===== config.mk =====
export PLATFORM = sky130hd
export DESIGN_NAME = tmtw_op_queue
export DESIGN_NICKNAME = d
export VERILOG_FILES = /design/src/rtl/tmtw_pkg.sv /design/src/rtl/tmtw_op_queue.sv
export SDC_FILE = /design/constraint.sdc
export NUM_CORES = 1
export LEC_CHECK = 0
export CAP_MARGIN = 20
export CELL_PAD_IN_SITES_DETAIL_PLACEMENT = 0
export CELL_PAD_IN_SITES_GLOBAL_PLACEMENT = 1
export CORE_ASPECT_RATIO = 0.9
export CORE_MARGIN = 5
export CORE_UTILIZATION = 48
export DETAILED_ROUTE_END_ITERATION = 8
export DONT_BUFFER_PORTS = 1
export PLACE_DENSITY = 0.71
export SYNTH_ARGS = -nofsm -noshare
export SYNTH_HDL_FRONTEND = slang
export SYNTH_SLANG_ARGS = --single-unit
export TNS_END_PERCENT = 50

===== constraint.sdc =====
create_clock -name clock -period 3.3 [get_ports clock]
set_input_delay 0.66 -clock clock [delete_from_list [all_inputs] [get_ports clock]]
set_output_delay 0.66 -clock clock [all_outputs]
set_load 0.005 [all_outputs]

===== src/rtl/tmtw_pkg.sv =====
package tmtw_pkg;

   // screen geometry
   localparam int SCREEN_WIDTH  = 80;
   localparam int SCREEN_HEIGHT = 25;
   localparam int CELL_COUNT    = SCREEN_WIDTH * SCREEN_HEIGHT;
   localparam int SCROLL_COUNT  = CELL_COUNT - SCREEN_WIDTH;
   localparam int ADDR_W        = $clog2(CELL_COUNT);

   // field widths
   localparam int ROW_W   = 5;
   localparam int COL_W   = 7;
   localparam int CODE_W  = 8;
   localparam int COLOR_W = 8;
   localparam int CELL_W  = COLOR_W + CODE_W;

   localparam logic [CODE_W-1:0]  NEWLINE_CODE = 8'h0A;
   localparam logic [CODE_W-1:0]  BLANK_CODE   = 8'h20;
   localparam logic [COLOR_W-1:0] RESET_COLOR  = 8'h0F;

   // command codes
   localparam logic [1:0] CMD_CHAR  = 2'd0;
   localparam logic [1:0] CMD_CLEAR = 2'd1;
   localparam logic [1:0] CMD_READ  = 2'd2;

   // op queue between front and back
   localparam int OPQ_DEPTH = 2;
   localparam int OPQ_PTR_W = $clog2(OPQ_DEPTH);
   localparam int OPQ_CNT_W = $clog2(OPQ_DEPTH + 1);

   typedef struct packed {
      logic [1:0]        command;
      logic [CODE_W-1:0] char_code;
      logic [ROW_W-1:0]  cell_row;
      logic [COL_W-1:0]  cell_col;
   } req_type;

   typedef struct packed {
      logic [ROW_W-1:0]  cursor_row;
      logic [COL_W-1:0]  cursor_col;
      logic [CELL_W-1:0] cell_value;
      logic              scrolled;
   } rsp_type;

   typedef enum logic [2:0] {
      OP_NONE,
      OP_WRITE,
      OP_SCROLL,
      OP_WRITE_SCROLL,
      OP_CLEAR,
      OP_READ
   } op_kind_type;

   typedef struct packed {
      op_kind_type       kind;
      logic [ADDR_W-1:0] addr;
      logic [CELL_W-1:0] cell_data;
      logic [ROW_W-1:0]  cursor_row;
      logic [COL_W-1:0]  cursor_col;
      logic              scrolled;
   } op_type;

   typedef enum logic [2:0] {
      ST_INIT,
      ST_IDLE,
      ST_WRITE,
      ST_SCROLL,
      ST_CLEAR,
      ST_READ,
      ST_READ_DATA,
      ST_DONE
   } back_state_type;

   function automatic logic [ADDR_W-1:0] cell_addr(input logic [ROW_W-1:0] row,
                                                   input logic [COL_W-1:0] col);
      cell_addr = ADDR_W'(row) * ADDR_W'(SCREEN_WIDTH) + ADDR_W'(col);
   endfunction

endpackage


===== src/rtl/tmtw_op_queue.sv =====
module tmtw_op_queue (
   input  logic            clock,
   input  logic            reset,
   input  logic            push,
   input  tmtw_pkg::op_type push_data,
   input  logic            pop,
   output tmtw_pkg::op_type head,
   output logic            full,
   output logic            empty
);

   tmtw_pkg::op_type                   entry_ff [tmtw_pkg::OPQ_DEPTH];
   logic [tmtw_pkg::OPQ_PTR_W-1:0]     wptr_ff, wptr_in;
   logic [tmtw_pkg::OPQ_PTR_W-1:0]     rptr_ff, rptr_in;
   logic [tmtw_pkg::OPQ_CNT_W-1:0]     count_ff, count_in;
   logic                               do_push, do_pop;

   assign full    = (count_ff == tmtw_pkg::OPQ_CNT_W'(tmtw_pkg::OPQ_DEPTH));
   assign empty   = (count_ff == '0);
   assign do_push = push && !full;
   assign do_pop  = pop && !empty;
   assign head    = entry_ff[rptr_ff];

   always_comb begin
      wptr_in  = wptr_ff;
      rptr_in  = rptr_ff;
      count_in = count_ff;
      if (do_push) begin
         wptr_in = (wptr_ff == tmtw_pkg::OPQ_PTR_W'(tmtw_pkg::OPQ_DEPTH - 1)) ? '0
                 : wptr_ff + 1'b1;
      end
      if (do_pop) begin
         rptr_in = (rptr_ff == tmtw_pkg::OPQ_PTR_W'(tmtw_pkg::OPQ_DEPTH - 1)) ? '0
                 : rptr_ff + 1'b1;
      end
      if (do_push && !do_pop) begin
         count_in = count_ff + 1'b1;
      end else if (do_pop && !do_push) begin
         count_in = count_ff - 1'b1;
      end
   end

   always_ff @(posedge clock) begin
      if (reset) begin
         wptr_ff  <= '0;
         rptr_ff  <= '0;
         count_ff <= '0;
      end else begin
         wptr_ff  <= wptr_in;
         rptr_ff  <= rptr_in;
         count_ff <= count_in;
      end
   end

   always_ff @(posedge clock) begin
      if (do_push) begin
         entry_ff[wptr_ff] <= push_data;
      end
   end

endmodule


### Yosys cells after proc, flatten, opt, wreduce, memory -nomap -nowiden

Memory sizes are Yosys's and may differ from the RTL's. A register that Yosys moved wholly into a read port is not among the register bits.
Index checks and enable logic that the tools add are counted.

| storage, ports and cells | value |
|---|---|
| register bits | 4 |
| RAM bits | 86 |
| input port bits | 47 |
| output and inout port bits | 45 |
| memories kept | 1 |

| operators by class | value |
|---|---|
| add/sub/neg operators | 4 |
| equal/unequal tests | 1 |
| muxes and demuxes | 8 |
| reductions and logical operators | 10 |

Memories:

| memory | depth | width | rd ports | clocked after Yosys merged registers in | write ports | RTL line | RTL |
|---|---|---|---|---|---|---|---|
| entry_ff | 2 | 43 | 1 | 1 | 1 | tmtw_op_queue.sv:12 | `tmtw_pkg::op_type entry_ff [tmtw_pkg::OPQ_DEPTH];` |

Operator list:

| kind | number |
|---|---|
| 1-bit two-way mux | 6 |
| 1-bit logical AND | 4 |
| 1-bit logical NOT | 4 |
| 2-bit two-way mux | 2 |
| 1-bit adder (second input constant) | 2 |
| 2-bit by 1-bit adder with 2-bit output (second input constant) | 1 |
| 2-bit equality test (second input constant) | 1 |
| 2-bit logical NOT | 1 |
| 2-bit nonzero test | 1 |
| 2-bit by 1-bit subtractor with 2-bit output (second input constant) | 1 |

### Depth between registers and ports, before layout

| depth | value |
|---|---|
| depth in word-level cells | 7 |
| depth in mapped cells | 6 |
| depth with buffers taken out | 6 |

### Worst setup path after synthesis

OpenSTA, ideal clock, no wires.

| timing path | value |
|---|---|
| path type | input to register |
| start | input port push |
| end | memory entry_ff[0][0] in the netlist's numbering, enable pin |
| arrival time | 1.911 ns |
| data required time | 2.903 ns |
| slack | 0.991 ns |
| stages on the path | 3 |
| cells stage by stage | inv_1 or3_1 inv_1 |

| on the way | value |
|---|---|
| cells in the longest elaborated chain, start to end | 3 |

RTL lines:

| what | RTL line | RTL |
|---|---|---|
| start: declaration | tmtw_op_queue.sv:4 | `input logic push,` |
| 1-bit logical AND | tmtw_op_queue.sv:20 | `assign do_push = push && !full;` |
| 1-bit two-way mux | tmtw_op_queue.sv:56 | `if (do_push) begin` |
| 1-bit two-way mux (implied by the code) | tmtw_op_queue.sv:57 | `entry_ff[wptr_ff] <= push_data;` |
| end: declaration | tmtw_op_queue.sv:12 |  |

No other way between the ends.

==> flow_summary.toml <==
[cts]
clk_latency_ns = 0.33
cts.sinks = 91
clk_pin_slew_ns = 0.08
clockBufferDepth = 2
cts_made_buffers = 9
postCtsHoldBufs = 0
post_cts_resized = 0
h-tree-depth = 3
root_buffer = "clkbuf_8"
cts_tree = "built"
cts_setup_buffers = 0

[timing]
layout_setup_ws_ns = 0.916
finalCritPeriodShare_pct = 72.2
setup_viol = 0
max-slew-margin-rel_pct = 38.1
worst_pin_slew_ns = 0.929
drv_slew = 0
setup_tns_ns = 0
max_freq_ghz = 0.419
rsz0062_at_grt = "false"
finalHoldWorstSlack_ns = 0.381
fin_crit_ns = 2.38
hold_viol = 0
fin_skew_ns = 0.00458

[min_path]
worstHoldStart = "reset"
hold_path.class = "in2reg"

[pwr]
peakVddDrop_v = 0.000392
leakagePower_nw = 1.16
p_per_area_nw_per_um2 = 749

[logic_synthesis]
synth_seq_cells = 91
synth.top_cells.by_area = "edfxtp_1 78%, mux2_2 15%, dfxtp_1 3.0%, xor2_1 0.79%, buf_4 0.68%"
ys_seq_area_share_pct = 80.9
syn_nets = 207
syn_area_um2 = 3320
synthDistinctLibCells = 14
avgSynthCellArea_um2 = 20.9
yosysTopAreaCell = "edfxtp_1"
netlist.area_leader.share_pct = 77.9
syn-instance-count = 159
yosys_warnings = 0

[drt]
drc = 0
wl_per_cell_um = 19.3
vias = 1350
viasPerCell = 5.15
drt_iter0_drc = 26
firstDrtPassIters = 4
wl_um = 5050
ant_nets = 0

[layout]
n_antenna_cell = 0
multi_input_area_um2 = 596
seqCellArea_um2 = 2680
nNetsFinal = 215
syn_to_final_growth_pct = 8.75
n_fill_cell = 528
drive_gt1_share_pct = 36.6

[worst_setup_path]
crit_end = "head[25]"
crit_fanout = 27
reg2reg_from = "count_ff[0]$_SDFFE_PP0P_"
reg2reg_to = "entry_ff[0][3]$_DFFE_PP_"
required_ns = 2.64
critPathLaunchType = "flop"
rrSetupSlack_ns = 1.33
arrival_ns = 1.72
cp-end-kind = "primary output"
rr_worst_depth = 3
crit_type = "reg2out"

[grt]
grt_remaining_overflow = 0
grt_pass1_vias = 1535
antenna_found_initial = 0
busiest_layer = "met2"
use_met3_pct = 8.43
grt_pass1_wl_um = 8030
gr-usage-met2_pct = 22.2
gr-usage-met1_pct = 11.3
grt_max_degree = 44
grt_usage_pct = 12.5

[floorplanning]
die_h_um = 88.9
rows = 28
initial_core_util_pct = 49.8
dieArea_um2 = 8670
core_um2 = 6660
io_pins = 92
die_w_um = 97.6

[place]
portBuffers = 0
dp_hpwl_um = 3580
dp_slack_ns = 1.11
routabilityCongestion = 0.707

[run]
cap_violations = 0

[run_status]
status = "completed"
[synth_stat cells]
library cell   n
buf_4          3
dfxtp_1        5
inv_1          2
and2_1         1
mux2_2        43
edfxtp_1      86
ha_1           1
or3_1          2
o21ai_0        3
buf_2          2
nor2_1         5
a21oi_1        2
xor2_1         3
nor2b_2        1
[worst max-delay path, stage by stage (launching register included)]
cell     delay [ns]
dfxtp_2        0.57
buf_4          0.41
mux2_2         0.41
[power breakdown]
part / switching (mW) / internal (mW) / leakage (nW) / total [mW]
clock network: 0.338 / 0.345 / 0.0865 / 0.683
registers: 0.0691 / 1.45 / 0.845 / 1.52
logic: 0.270 / 0.225 / 0.226 / 0.495
[area by class of cell]
cell class                      count  share of cell area, %
Clock buffer                        9                   3.43
Clock inverter                      7                   1.91
Inverter                            2                  0.208
Multi-Input combinational cell     61                   16.5
Sequential cell                    91                   74.4
Tap cell                           90                   3.12
Timing Repair Buffer                2                  0.416
[logic make-up after synthesis]
kind of cell	synth area share, %
and+or+nand+nor	1.40
AOI/OAI and AO/OA	0.754
adders and majority gates	0.377
DFF	80.9
xor gates and xnor gates	0.792
buffers and inverters	1.21
muxes	14.6
[layer usage]
layer | vias up | wire length [um] | part of all wire (%)
met5 | - | 0 | 0
met4 | 0 | 76 | 1.5
met3 | 9 | 703 | 14
met2 | 69 | 2670 | 53
met1 | 644 | 1600 | 32
li1 | 628 | - | -
[cell usage in the layout, fill, tap and decap left out]
cell	Yosys	layout
mux2_2	43	43
nor2b_2	1	1
clkbuf_8	0	9
edfxtp_1	86	86
o21ai_0	3	3
clkinvlp_4	0	3
inv_2	0	1
or3_1	2	2
ha_1	1	1
dfxtp_1	5	4
clkinv_1	0	2
buf_4	3	2
inv_1	2	1
dfxtp_2	0	1
and2_2	0	1
bufinv_16	0	1
xor2_1	3	3
clkinv_4	0	1
a21oi_1	2	2
nor2_1	5	5
[metrics by stage]
stage | power, mW | instances | utilization [%] | cell area [um2]
3_5_place_dp | 2.07 | 246 | 51.3 | 3410
2_1_floorplan | 1.96 | 159 | - | 3320
6_report | 2.70 | 262 | 54.2 | 3610
5_1_grt | 2.87 | 262 | 54.2 | 3610
3_3_place_gp | 2.04 | 246 | 51.3 | 3410
4_1_cts | 2.75 | 262 | 54.2 | 3610
[worst min-delay path by stage]
stage | depth (start not counted) | end
6_report | 1 | count_ff[1]$_SDFFE_PP0P_
5_1_grt | 1 | count_ff[1]$_SDFFE_PP0P_
3_3_place_gp | 2 | wptr_ff$_SDFFE_PP0P_
2_1_floorplan | 2 | wptr_ff$_SDFFE_PP0P_
4_1_cts | 1 | count_ff[1]$_SDFFE_PP0P_
3_5_place_dp | 2 | wptr_ff$_SDFFE_PP0P_
[flip-flops by register name (all words and copies together) (netlist names), named ones only]
| name | count |
|---|---|
| count_ff | 2 |
| rptr_ff | 1 |
| wptr_ff | 1 |
| entry_ff | 86 |
Power figures use the tool's default switching activity.
