File: config.mk
export PLATFORM = sky130hd
export DESIGN_NAME = tmtw_front
export DESIGN_NICKNAME = d
export VERILOG_FILES = /design/src/rtl/tmtw_pkg.sv /design/src/rtl/tmtw_front.sv
export SDC_FILE = /design/constraint.sdc
export NUM_CORES = 1
export LEC_CHECK = 0
export ABC_AREA = 0
export ABC_CLOCK_PERIOD_IN_PS = 2470
export BUFFER_PORTS_ARGS = -buffer_cell sky130_fd_sc_hd__buf_2
export CORE_UTILIZATION = 25
export CTS_CLUSTER_DIAMETER = 120
export DETAILED_ROUTE_END_ITERATION = 10
export SLEW_MARGIN = 25
export SYNTH_ARGS = -nofsm -noshare
export SYNTH_HDL_FRONTEND = slang
export SYNTH_SLANG_ARGS = --single-unit
export TNS_END_PERCENT = 5
File: constraint.sdc
create_clock -name clock -period 2.47 [get_ports clock]
set_input_delay 0.3705 -clock clock [delete_from_list [all_inputs] [get_ports clock]]
set_output_delay 0.3705 -clock clock [all_outputs]
set_load 0.005 [all_outputs]
File: src/rtl/tmtw_pkg.sv
package tmtw_pkg;

   // screen geometry
   localparam int SCREEN_WIDTH  = 80;
   localparam int SCREEN_HEIGHT = 25;
   localparam int CELL_COUNT    = SCREEN_WIDTH * SCREEN_HEIGHT;
   localparam int SCROLL_COUNT  = CELL_COUNT - SCREEN_WIDTH;
   localparam int ADDR_W        = $clog2(CELL_COUNT);

   // field widths
   localparam int ROW_W   = 5;
   localparam int COL_W   = 7;
   localparam int CODE_W  = 8;
   localparam int COLOR_W = 8;
   localparam int CELL_W  = COLOR_W + CODE_W;

   localparam logic [CODE_W-1:0]  NEWLINE_CODE = 8'h0A;
   localparam logic [CODE_W-1:0]  BLANK_CODE   = 8'h20;
   localparam logic [COLOR_W-1:0] RESET_COLOR  = 8'h0F;

   // command codes
   localparam logic [1:0] CMD_CHAR  = 2'd0;
   localparam logic [1:0] CMD_CLEAR = 2'd1;
   localparam logic [1:0] CMD_READ  = 2'd2;

   // op queue between front and back
   localparam int OPQ_DEPTH = 2;
   localparam int OPQ_PTR_W = $clog2(OPQ_DEPTH);
   localparam int OPQ_CNT_W = $clog2(OPQ_DEPTH + 1);

   typedef struct packed {
      logic [1:0]        command;
      logic [CODE_W-1:0] char_code;
      logic [ROW_W-1:0]  cell_row;
      logic [COL_W-1:0]  cell_col;
   } req_type;

   typedef struct packed {
      logic [ROW_W-1:0]  cursor_row;
      logic [COL_W-1:0]  cursor_col;
      logic [CELL_W-1:0] cell_value;
      logic              scrolled;
   } rsp_type;

   typedef enum logic [2:0] {
      OP_NONE,
      OP_WRITE,
      OP_SCROLL,
      OP_WRITE_SCROLL,
      OP_CLEAR,
      OP_READ
   } op_kind_type;

   typedef struct packed {
      op_kind_type       kind;
      logic [ADDR_W-1:0] addr;
      logic [CELL_W-1:0] cell_data;
      logic [ROW_W-1:0]  cursor_row;
      logic [COL_W-1:0]  cursor_col;
      logic              scrolled;
   } op_type;

   typedef enum logic [2:0] {
      ST_INIT,
      ST_IDLE,
      ST_WRITE,
      ST_SCROLL,
      ST_CLEAR,
      ST_READ,
      ST_READ_DATA,
      ST_DONE
   } back_state_type;

   function automatic logic [ADDR_W-1:0] cell_addr(input logic [ROW_W-1:0] row,
                                                   input logic [COL_W-1:0] col);
      cell_addr = ADDR_W'(row) * ADDR_W'(SCREEN_WIDTH) + ADDR_W'(col);
   endfunction

endpackage

File: src/rtl/tmtw_front.sv
module tmtw_front (
   input  logic                            clock,
   input  logic                            reset,
   input  logic                            push,
   input  tmtw_pkg::req_type               req_data,
   output logic                            full,
   input  logic                            csr_valid,
   input  logic [tmtw_pkg::COLOR_W-1:0]    csr_data,
   input  logic                            init_busy,
   input  logic                            opq_full,
   output logic                            opq_push,
   output tmtw_pkg::op_type                opq_data
);

   logic [tmtw_pkg::ROW_W-1:0]   row_ff, row_in;
   logic [tmtw_pkg::COL_W-1:0]   col_ff, col_in;
   logic [tmtw_pkg::COLOR_W-1:0] color_ff;
   logic                         accept;
   logic                         last_row;

   assign full     = opq_full || init_busy;
   assign accept   = push && !full;
   assign opq_push = accept;
   assign last_row = (row_ff >= tmtw_pkg::ROW_W'(tmtw_pkg::SCREEN_HEIGHT - 1));

   // cursor update and op classification
   always_comb begin
      row_in   = row_ff;
      col_in   = col_ff;
      opq_data = '0;
      opq_data.kind = tmtw_pkg::OP_NONE;
      case (req_data.command)
         tmtw_pkg::CMD_CHAR: begin
            if (req_data.char_code == tmtw_pkg::NEWLINE_CODE) begin
               col_in = '0;
               if (last_row) begin
                  row_in            = tmtw_pkg::ROW_W'(tmtw_pkg::SCREEN_HEIGHT - 1);
                  opq_data.kind     = tmtw_pkg::OP_SCROLL;
                  opq_data.scrolled = 1'b1;
               end else begin
                  row_in = row_ff + 1'b1;
               end
            end else begin
               opq_data.kind      = tmtw_pkg::OP_WRITE;
               opq_data.addr      = tmtw_pkg::cell_addr(row_ff, col_ff);
               opq_data.cell_data = {color_ff, req_data.char_code};
               if (col_ff >= tmtw_pkg::COL_W'(tmtw_pkg::SCREEN_WIDTH - 1)) begin
                  col_in = '0;
                  if (last_row) begin
                     row_in            = tmtw_pkg::ROW_W'(tmtw_pkg::SCREEN_HEIGHT - 1);
                     opq_data.kind     = tmtw_pkg::OP_WRITE_SCROLL;
                     opq_data.scrolled = 1'b1;
                  end else begin
                     row_in = row_ff + 1'b1;
                  end
               end else begin
                  col_in = col_ff + 1'b1;
               end
            end
         end
         tmtw_pkg::CMD_CLEAR: begin
            opq_data.kind      = tmtw_pkg::OP_CLEAR;
            opq_data.cell_data = {color_ff, tmtw_pkg::BLANK_CODE};
         end
         tmtw_pkg::CMD_READ: begin
            if (req_data.cell_row < tmtw_pkg::ROW_W'(tmtw_pkg::SCREEN_HEIGHT)
                && req_data.cell_col < tmtw_pkg::COL_W'(tmtw_pkg::SCREEN_WIDTH)) begin
               opq_data.kind = tmtw_pkg::OP_READ;
               opq_data.addr = tmtw_pkg::cell_addr(req_data.cell_row, req_data.cell_col);
            end
         end
         default: begin
            opq_data.kind = tmtw_pkg::OP_NONE;
         end
      endcase
      opq_data.cursor_row = row_in;
      opq_data.cursor_col = col_in;
   end

   always_ff @(posedge clock) begin
      if (reset) begin
         row_ff   <= '0;
         col_ff   <= '0;
         color_ff <= tmtw_pkg::RESET_COLOR;
      end else begin
         if (accept) begin
            row_ff <= row_in;
            col_ff <= col_in;
         end
         if (csr_valid) begin
            color_ff <= csr_data;
         end
      end
   end

endmodule

==> Yosys cells after proc, flatten, opt, wreduce, memory -nomap -nowiden <==
Index checks and enable logic that the tools add are counted.
{ "op_classes": {"n_bitwise": 0, "multipliers": 2, "n_addsub": 4, "n_shift": 0, "div_mod_pow": 0, "n_eq_ne": 3, "n_lt_le_gt_ge": 4, "n_reduce_logical": 5, "mux": 20} }
{ "ops": {"columns": ["op", "n"], "rows": [
  ["case mux 16 bit (2 select lines)", 1],
  ["two-way mux 27 bit", 1],
  ["adder 11 x 7 -> 11 bit", 2],
  ["case mux 11 bit (2 select lines)", 1],
  ["two-way mux 7 bit", 3],
  ["two-way mux 5 bit", 4],
  ["multiplier 5 x 3 -> 7 bit (second input constant)", 2],
  ["two-way mux 14 bit", 1],
  ["case mux 3 bit (3 select lines)", 1],
  ["equality test 8 x 4 -> 1 bit (second input constant)", 1],
  ["two-way mux 2 bit", 4],
  ["adder 7 x 1 -> 7 bit (second input constant)", 1],
  [">= comparator 7 bit (second input constant)", 1],
  ["less-than comparator 7 bit (second input constant)", 1],
  ["adder 5 x 1 -> 5 bit (second input constant)", 1],
  [">= comparator 5 bit (second input constant)", 1],
  ["less-than comparator 5 bit (second input constant)", 1],
  ["two-way mux 1 bit", 4],
  ["equality test 2 x 1 -> 1 bit (second input constant)", 1],
  ["equality test 2 bit (second input constant)", 1],
  ["logical AND 1 bit", 2],
  ["zero test 2 bit", 1],
  ["zero test 1 bit", 1],
  ["logical OR 1 bit", 1]
]} }
{ "word_totals": {"reg_bits": 20, "output_inout_bits": 45, "elab_cells": 41, "latch_bits": 0, "inputBits": 36, "mem_count": 0, "mem_bits_ro": 0, "ramBits": 0} }

==> Longest topological paths before layout <==
Gate-level depths: netlist (run 1).
{ "depth": {"word_depth": 5, "ltp_mapped": 8} }

==> Least setup slack after synthesis (run 1) <==
No wires, ideal clock.
{ "synth_path": {"path_kind": "flip-flop to output port", "startpoint": "register row_ff[3] in the netlist's numbering", "endpoint": "output opq_data[39] in the netlist's numbering", "stages_incl_launch_ff": 9, "arrival_time_ps": 2038, "setup_slack_ps": 62, "required_time_ps": 2099, "cell_sequence": "dfxtp_1 ha_1 ha_1 fa_1 xor2_1 nand4_1 xor2_1 xnor2_1 o22ai_1"} }
{ "synth_rtl": {"columns": ["item", "line_no", "rtl"], "rows": [
  ["start, declared", "tmtw_front.sv:15", "logic [tmtw_pkg::ROW_W-1:0] row_ff, row_in;"],
  ["start signal, assigned", "tmtw_front.sv:87", "row_ff <= row_in;"],
  ["end, declared", "tmtw_front.sv:12", "output tmtw_pkg::op_type opq_data"]
]} }

==> flow_metrics.tcl, run 1 <==
set metrics [dict create \
    status "complete, but fails checks" \
    violations "negative setup slack" \
    critPathKind "in2out" \
    critPathLaunch "req_data[8]" \
    async_flop_share_pct 0 \
    synth_edf_count 0 \
    fin_crit_ps 2570 \
    clk_transition_reported_paths_ps 80 \
    globalplace.congestion 0.832 \
    synth_cell_types 50 \
    nNetsFinal 399 \
    drt_iter0_drc 86 \
    chipHeight_um 91.5 \
    drcViolationCount 0 \
    worstReg2RegStart "col_ff[1]" \
    drt_wl_total_mm 5.62 \
    crit_path_end_kind "output pin" \
    drive_above_1_share_pct 41.4 \
    finalClockSkew_ps 4.63 \
    syn_avg_cell_area_um2 8.28 \
    via_per_inst 4.78 \
    grt_max_degree 21 \
    power_w 0.000892 \
    antenna_left 0 \
    dieWidth_um 91.5 \
    p_leak_nw 1.36 \
    worstPathRequired_ps 2100 \
    dr.pass1.iters 4 \
    drv_slew 0 \
    max_cap_viol_count 0 \
    ios 81 \
    overflow 0 \
    num_vias 2101 \
    cp.arrival_ps 2200 \
    peakVddDrop_mv 0.179 \
    cp-start-kind "input pin" \
    tightest_slew_ps 636 \
    layout_worst_path_cycle_share_pct 104 \
    rsz0062_at_grt "true" \
    power.density_mw_per_mm2 318 \
    fmax_mhz 389 \
    grt_pass1_vias 1973 \
    ys_warn_count 0 \
    antenna_found_initial 0 \
    worstSkewPairLatency_ps 260 \
    setup_viol 2 \
    seq_area_frac_synth_pct 20.0 \
    hold_violations 0 \
    netlist_area_mm2 0.00200 \
    antenna_cells 0 \
    maxSlewHeadroom_pct 57.4 \
    port_buffers 80 \
    hp-class "in2reg" \
    ys_ff_latch 20 \
    clockRootBuffer "clkbuf_8" \
    design_area_mm2 0.00281 \
    grt_pass1_wl_mm 9.32 \
    htreeDepth 1 \
    syn_nets 302 \
    cts_tree "yes" \
    holdCritStartpoint "csr_data[3]" \
    start_util_pct 25.9 \
    hold_buffers 0 \
    wl_per_cell_um 12.8 \
    cts_inserted_buffers 3 \
    setup_ws_ps -103 \
    track_usage_pct 13.6 \
    fp.coreArea_mm2 0.00773 \
    placed_cell_area_mm2 0.00264 \
    die_area_mm2 0.00838 \
    num_rows 32 \
    cts_setup_buffers 0 \
    cts_sinks 20 \
    synthCells 242 \
    clockBufferDepth 2 \
    n_fill_cell 829 \
    area_growth_syn_to_layout_pct 40.0 \
    dp.final_hpwl_mm 4.54 \
    critPathMaxFanout 2 \
    synth_ff_type "dfxtp_1" \
]
-- cell type report --
cell class / count / area [µm²] / area share [%]
Inverter: 1 / 3.75 / 0.134
Timing Repair Buffer: 105 / 588 / 21.0
Tap cell: 102 / 128 / 4.55
Clock inverter: 1 / 30.0 / 1.07
Multi-Input combinational cell: 208 / 1600 / 57.1
Sequential cell: 20 / 412 / 14.7
Clock buffer: 3 / 41.3 / 1.47
-- cells in the final DEF (no fill, tap or decap), drive strengths merged, types with 4 or more instances in the layout --
cell / instances
nand4: 5
fa: 4
a31oi: 6
a22o: 6
a211o: 4
ha: 20
xor2: 9
mux2i: 4
buf: 105
nor2b: 6
and3: 4
o22ai: 5
nand3: 6
xnor2: 8
o21ai: 12
nand2: 23
nor2: 21
dfxtp: 20
a21oi: 16
and2: 18
a21o: 7
-- synthesized netlist by cell type (6+ instances only) --
cell     number  area [µm²]
ha_1         20         250
and2_1       17         106
o21ai_0      12        60.1
a21oi_1      16        80.1
nor2b_1       6        37.5
xnor2_1       8        70.1
dfxtp_1      20         400
nand2_1      22        82.6
a21o_1        7        52.6
xor2_1        9        78.8
a31oi_1       6        37.5
nor2_1       20        75.1
-- worst paths after layout --
| kind | to | slack [ps] | cells past startpoint |
|---|---|---|---|
| worst max-delay path | opq_data[39] | -100 | 10 |
| worst min-delay path | color_ff[3] | 310 | 2 |
| worst max register to register | col_ff[5] | 530 | 6 |
| worst min register to register | color_ff[4] | 490 | 2 |
-- power by group --
group	total, W	internal, W	switching (W)
Clock	0.000332	0.000216	0.000116
Sequential	0.000332	0.000329	0.00000319
Combinational	0.000229	0.000117	0.000112
-- repair_timing --
item | 4_1_cts | 5_1_grt
pin swaps | 11 | 4
setup endpoints to repair | 10 | 9
gates resized for setup | 17 | 6
-- per-stage QoR --
stage | instances | setup TNS [ps] | util (%) | worst slack [ps] | hold slack (ps)
CTS | 440 | -204 | 36.2 | -125 | 304
detailed placement | 436 | -240 | 34.2 | -196 | 476
global route | 440 | -392 | 36.3 | -199 | 305
global placement | 436 | -166 | 34.2 | -135 | 466
floorplan | 242 | 0 | - | 61.7 | 452
finish | 440 | -161 | 36.3 | -103 | 308
-- sequential cells by signal, summed over array words and instances (netlist names) --
register  cells
col_ff        7
color_ff      8
row_ff        5
-- cells by family (layout without fill, tap and decap cells) --
family	after synthesis	count (layout)	share of synthesized area, %
adder cells (fa/ha/maj)	24	24	16.5
XOR/XNOR	17	17	7.43
flip-flops	20	20	20.0
AO/OA/AOI/OAI	63	63	21.0
buffers and inverters	14	110	4.06
multiplexers	5	5	2.56
AND/OR/NAND/NOR	99	99	28.5
-- routing by layer --
layer	vias to the layer above	routed length [µm]	GRT usage, %
met5	-	0	0
met4	0	35	2.38
met3	4	294	2.35
met2	56	2580	22.4
met1	968	2700	18.8
li1	1073	-	-
-- worst max-delay path: stages --
cell and delay, ps:
buf_2 120, ha_4 230, ha_2 180, fa_2 350, xor2_1 190, nand4_1 140
xor2_1 200, xnor2_1 130, o22ai_1 150, buf_2 140
(Power assumes the default switching activity.)
==> run 2, diff against run 1 <==
--- a/config.mk
+++ b/config.mk
@@ -15,4 +15,3 @@
 export SYNTH_ARGS = -nofsm -noshare
 export SYNTH_HDL_FRONTEND = slang
 export SYNTH_SLANG_ARGS = --single-unit
-export TNS_END_PERCENT = 5
==> run 2 against run 1 <==
Compared with the run above: total power grew 0.18%; maximum frequency is essentially flat; the run still ends with negative setup slack left; combinational power is essentially flat; design area grew 0.76%; count of clock-buffer cells in the layout is the same; worst hold slack is essentially flat; global-route usage is the same; flip-flop and latch count is the same; critical path depth is the same.
==> flow_metrics.tcl, run 2 (same netlist as run 1, synthesis figures left out) <==
set metrics [dict create \
    status "complete, but fails checks" \
    violations "negative setup slack" \
    drt_iter0_drc 98 \
    finalSetupTns_ps -164 \
    switching_share_pct 25.9 \
    antenna_found_initial 0 \
    crit_chain "buf_2, ha_4, ha_2, fa_2, xor2_1, nand4_1, xor2_1, xnor2_1, o22ai_1, buf_2" \
    largest_reg_flops 8 \
    fp.coreArea_mm2 0.00773 \
    drv_slew 0 \
    critPathMaxFanout 2 \
    setup_ws_ps -103 \
    layout_worst_path_cycle_share_pct 104 \
    cp-start-kind "input pin" \
    p_leak_nw 1.36 \
    design_area_mm2 0.00283 \
    hold_violations 0 \
    peakVddDrop_mv 0.179 \
    grt_pass1_vias 1972 \
    slowest_stage "fa_2" \
    num_rows 32 \
    port_buffers 80 \
    max_cap_viol_count 0 \
    num_vias 2124 \
    worstPathRequired_ps 2100 \
    clockBufferDepth 2 \
    pwr-share-comb_pct 25.6 \
    top_regs "color_ff (8), col_ff (7), row_ff (5)" \
    cp.buffers_inverters 2 \
    start_util_pct 25.9 \
    p_int_w 0.000662 \
    hp-class "in2reg" \
    top_register "color_ff" \
    cts_inserted_buffers 3 \
    wl_per_cell_um 12.8 \
    drcViolationCount 0 \
    ios 81 \
    clk_transition_reported_paths_ps 80 \
    area_growth_syn_to_layout_pct 41.0 \
    mostFrequentLayoutCells "80 x buf_2, 26 x buf_4, 22 x nand2_1, 18 x nor2_1, 17 x and2_1" \
    critPathKind "in2out" \
    drt_wl_total_mm 5.66 \
    maxSlewHeadroom_pct 56.7 \
    via_per_inst 4.81 \
    dp.final_hpwl_mm 4.54 \
    placed_cell_area_mm2 0.00264 \
    power_frac_clock_pct 37.3 \
    regArea_um2 412 \
    chipHeight_um 91.5 \
    tightest_slew_ps 646 \
    n_fill_cell 831 \
    layout_commonest_cell "buf_2" \
    dieWidth_um 91.5 \
    cts_sinks 20 \
    nNetsFinal 401 \
    crit_path_end_kind "output pin" \
    worstSkewPairLatency_ps 260 \
    grt_pass1_wl_mm 9.32 \
    hold_buffers 0 \
    clockRootBuffer "clkbuf_8" \
    finalClockSkew_ps 3.54 \
    dr.pass1.iters 4 \
    worst_path_largest_cell_delay_ps 350 \
    rsz0062_at_grt "true" \
    htreeDepth 1 \
    power.density_mw_per_mm2 316 \
    antenna_left 0 \
    critPathTopFamily "adder cells" \
    track_usage_pct 13.6 \
    power.switching_w 0.000232 \
    cts_tree "yes" \
    overflow 0 \
    fin_crit_ps 2570 \
    globalplace.congestion 0.832 \
    antenna_cells 0 \
    setup_viol 2 \
    grt_max_degree 21 \
    fmax_mhz 389 \
    pwr-share-seq_pct 37.1 \
    die_area_mm2 0.00838 \
    drive_above_1_share_pct 42.1 \
    multiInputGateArea_mm2 0.00161 \
    cp.arrival_ps 2200 \
]
-- run 2: changes by cell type in the layout (fill, tap and decap cells not counted) --
| cell | before | now |
|---|---|---|
| buf_4 | 25 | 26 |
| buf_6 | 0 | 1 |
| ha_1 | 14 | 13 |
| ha_2 | 2 | 3 |
| o21ai_0 | 11 | 10 |
| o21ai_1 | 1 | 2 |
-- run 2: power by group through the flow --
stage	Combinational (W)	Sequential (W)	Clock, W
6_report	0.000229	0.000332	0.000333
5_1_grt	0.000255	0.000333	0.000354
4_1_cts	0.000232	0.000333	0.000342
3_5_place_dp	0.000225	0.000342	0
3_3_place_gp	0.000222	0.000341	0
2_1_floorplan	0.000123	0.000341	0
-- run 2: path summary, 6_finish.rpt --
path	cells past startpoint	from	end	slack (ps)
worst max-delay path	10	req_data[8]	opq_data[39]	-100
worst min-delay path	2	csr_data[3]	color_ff[3]	310
worst max register to register	6	col_ff[1]	col_ff[5]	530
worst min register to register	2	color_ff[4]	color_ff[4]	490
-- run 2: repair_timing --
item | in CTS | in global routing
pin swaps | 11 | 5
resized for setup | 17 | 9
hold endpoints to repair | 0 | 0
buffers inserted | 0 | 2
setup endpoints to repair | 10 | 9
-- run 2: through the flow --
| stage | power (W) | instances | utilization [%] | worst slack [ps] | hold WS (ps) |
|---|---|---|---|---|---|
| 6_report | 0.000894 | 442 | 36.6 | -103 | 308 |
| 5_1_grt | 0.000942 | 442 | 36.6 | -199 | 305 |
| 4_1_cts | 0.000907 | 440 | 36.2 | -125 | 304 |
| 3_5_place_dp | 0.000567 | 436 | 34.2 | -196 | 476 |
| 3_3_place_gp | 0.000564 | 436 | 34.2 | -135 | 466 |
| 2_1_floorplan | 0.000464 | 242 | - | 61.7 | 452 |
-- run 2: cell type report --
class                           instances  share of cell area [%]
Multi-Input combinational cell        208                    56.8
Timing Repair Buffer                  107                    21.5
Sequential cell                        20                    14.6
Tap cell                              102                    4.52
Clock buffer                            3                    1.46
Clock inverter                          1                    1.06
Inverter                                1                   0.133
-- run 2: per-layer routing --
layer / vias to the layer above / share of wire, % / wire length, µm / global-route usage (%)
li1: 1075 / - / - / -
met1: 992 / 48 / 2710 / 18.8
met2: 53 / 46 / 2630 / 22.4
met3: 4 / 5.2 / 294 / 2.35
met4: 0 / 0.60 / 34 / 2.38
met5: - / 0 / 0 / 0
==> run 3, diff against run 2 <==
--- a/config.mk
+++ b/config.mk
@@ -7,10 +7,10 @@
 export LEC_CHECK = 0
 export ABC_AREA = 0
 export ABC_CLOCK_PERIOD_IN_PS = 2470
-export BUFFER_PORTS_ARGS = -buffer_cell sky130_fd_sc_hd__buf_2
 export CORE_UTILIZATION = 25
 export CTS_CLUSTER_DIAMETER = 120
 export DETAILED_ROUTE_END_ITERATION = 10
+export DONT_BUFFER_PORTS = 1
 export SLEW_MARGIN = 25
 export SYNTH_ARGS = -nofsm -noshare
 export SYNTH_HDL_FRONTEND = slang
==> run 3 against run 2 <==
Compared with the run above: the flow still finishes with violations (negative setup slack); largest power group is now registers; design area fell by 19%; sequential power is essentially flat; setup slack better by 72 ps; final cell count shrank 21%; critical path depth shrank 3; critical path type is now reg2out.
==> flow_metrics.tcl, run 3 (same netlist as run 1, synthesis figures left out) <==
set metrics [dict create \
    drcViolationCount 0 \
    dp.final_hpwl_mm 4.34 \
    worstSkewPairLatency_ps 260 \
    cp-start-kind "register" \
    num_rows 32 \
    p_int_w 0.000543 \
    fmax_mhz 400 \
    critPathKind "reg2out" \
    violations "negative setup slack" \
    fp.coreArea_mm2 0.00773 \
    finalClockSkew_ps 6.26 \
    placed_cell_area_mm2 0.00214 \
    fin_crit_ps 2500 \
    peakVddDrop_mv 0.147 \
    dr.pass1.iters 4 \
    pwr-share-comb_pct 20.5 \
    design_area_mm2 0.00229 \
    cts_inserted_buffers 3 \
    slowest_stage "fa_2" \
    grt_pass1_vias 1774 \
    critPathMaxFanout 2 \
    globalplace.congestion 0.795 \
    worst_path_largest_cell_delay_ps 540 \
    setup_ws_ps -31.6 \
    cp.buffers_inverters 0 \
    antenna_left 0 \
    cp.arrival_ps 2130 \
    hp-class "in2reg" \
    max_cap_viol_count 0 \
    power_frac_clock_pct 34.4 \
    overflow 0 \
    finalSetupTns_ps -31.6 \
    antenna_found_initial 0 \
    hold_violations 0 \
    pwr-share-seq_pct 45.2 \
    p_leak_nw 0.932 \
    via_per_inst 5.17 \
    crit_path_end_kind "output pin" \
    dieWidth_um 91.5 \
    num_vias 1806 \
    track_usage_pct 13.1 \
    ios 81 \
    cts_sinks 20 \
    worstPathRequired_ps 2100 \
    drt_iter0_drc 94 \
    setup_viol 1 \
    area_growth_syn_to_layout_pct 14.2 \
    switching_share_pct 26.5 \
    chipHeight_um 91.5 \
    start_util_pct 25.9 \
    layout_commonest_cell "nand2_1" \
    tightest_slew_ps 611 \
    power.density_mw_per_mm2 323 \
    critPathTopFamily "adder cells" \
    htreeDepth 1 \
    crit_chain "ha_4, ha_4, fa_2, nand4_1, xor2_1, xnor2_1, o22ai_1" \
    r2r_setup_slack_ps 560 \
    power.switching_w 0.000196 \
    drt_wl_total_mm 5.45 \
    cts_tree "yes" \
    largest_reg_flops 8 \
    die_area_mm2 0.00838 \
    maxSlewHeadroom_pct 59.1 \
    grt_pass1_wl_mm 8.81 \
    clk_transition_reported_paths_ps 80 \
    wl_per_cell_um 15.6 \
    nNetsFinal 308 \
    top_register "color_ff" \
    cpMostUsedCell "ha_4" \
    drive_above_1_share_pct 19.0 \
    layout_worst_path_cycle_share_pct 101 \
    mostFrequentLayoutCells "21 x nand2_1, 19 x nor2_1, 17 x and2_1, 17 x ha_1, 16 x a21oi_1" \
    clockBufferDepth 2 \
    clockRootBuffer "clkbuf_8" \
    rsz0062_at_grt "true" \
    grt_max_degree 21 \
    hold_buffers 0 \
    port_buffers 0 \
    antenna_cells 0 \
    status "complete, but fails checks" \
    top_regs "color_ff (8), col_ff (7), row_ff (5)" \
    drv_slew 0 \
]
[run 3: per-stage QoR]
stage	setup WS, ps	total power, W	util, %	instances	hold WS, ps
after floorplan	61.7	0.000464	-	242	452
after global placement	63.3	0.000490	27.8	343	444
after detailed placement	62.4	0.000492	27.8	343	445
after CTS	-30.1	0.000747	29.1	348	162
after global routing	-103	0.000780	29.6	349	162
final	-31.6	0.000740	29.6	349	169
[run 3: worst register-to-register path: stages, from the launching register on]
cell	delay (ps)
dfxtp_1	320
ha_1	210
and3_4	210
o31ai_4	230
and3_4	290
buf_4	190
nor2_1	80
a311oi_1	310
[run 3: power groups by stage]
stage          Clock, W  Combinational, W  Sequential, W
2_1_floorplan         0          0.000123       0.000341
3_3_place_gp          0          0.000148       0.000341
3_5_place_dp          0          0.000150       0.000342
4_1_cts        0.000261          0.000151       0.000334
5_1_grt        0.000275          0.000169       0.000335
6_report       0.000254          0.000151       0.000334
[run 3: final timing paths]
kind | start | end | cells after the start
setup reg to reg | col_ff[0] | row_ff[3] | 7
setup / recovery | row_ff[3] | opq_data[39] | 7
hold / removal | reset | col_ff[2] | 1
hold reg to reg | color_ff[4] | color_ff[4] | 2
[run 3: cell type report]
class / count / area, µm²
repair buffers: 14 / 105
inverters: 1 / 3.75
flip-flops and latches: 20 / 407
multi-input cells: 208 / 1590
well taps: 102 / 128
clock buffers: 4 / 55.1
fillers: 814 / 5440
[run 3: what timing repair did]
item,CTS,global route
buffers inserted,1,1
pin swaps,7,3
resized for setup,9,11
endpoints found under the setup margin,2,7
[run 3: layer usage]
layer | global-route usage (%) | share of wire, % | vias up
met5 | 0 | 0 | -
met4 | 2.25 | 0.46 | 0
met3 | 4.27 | 8.6 | 5
met2 | 21.4 | 46 | 56
met1 | 16.9 | 44 | 851
li1 | - | - | 894
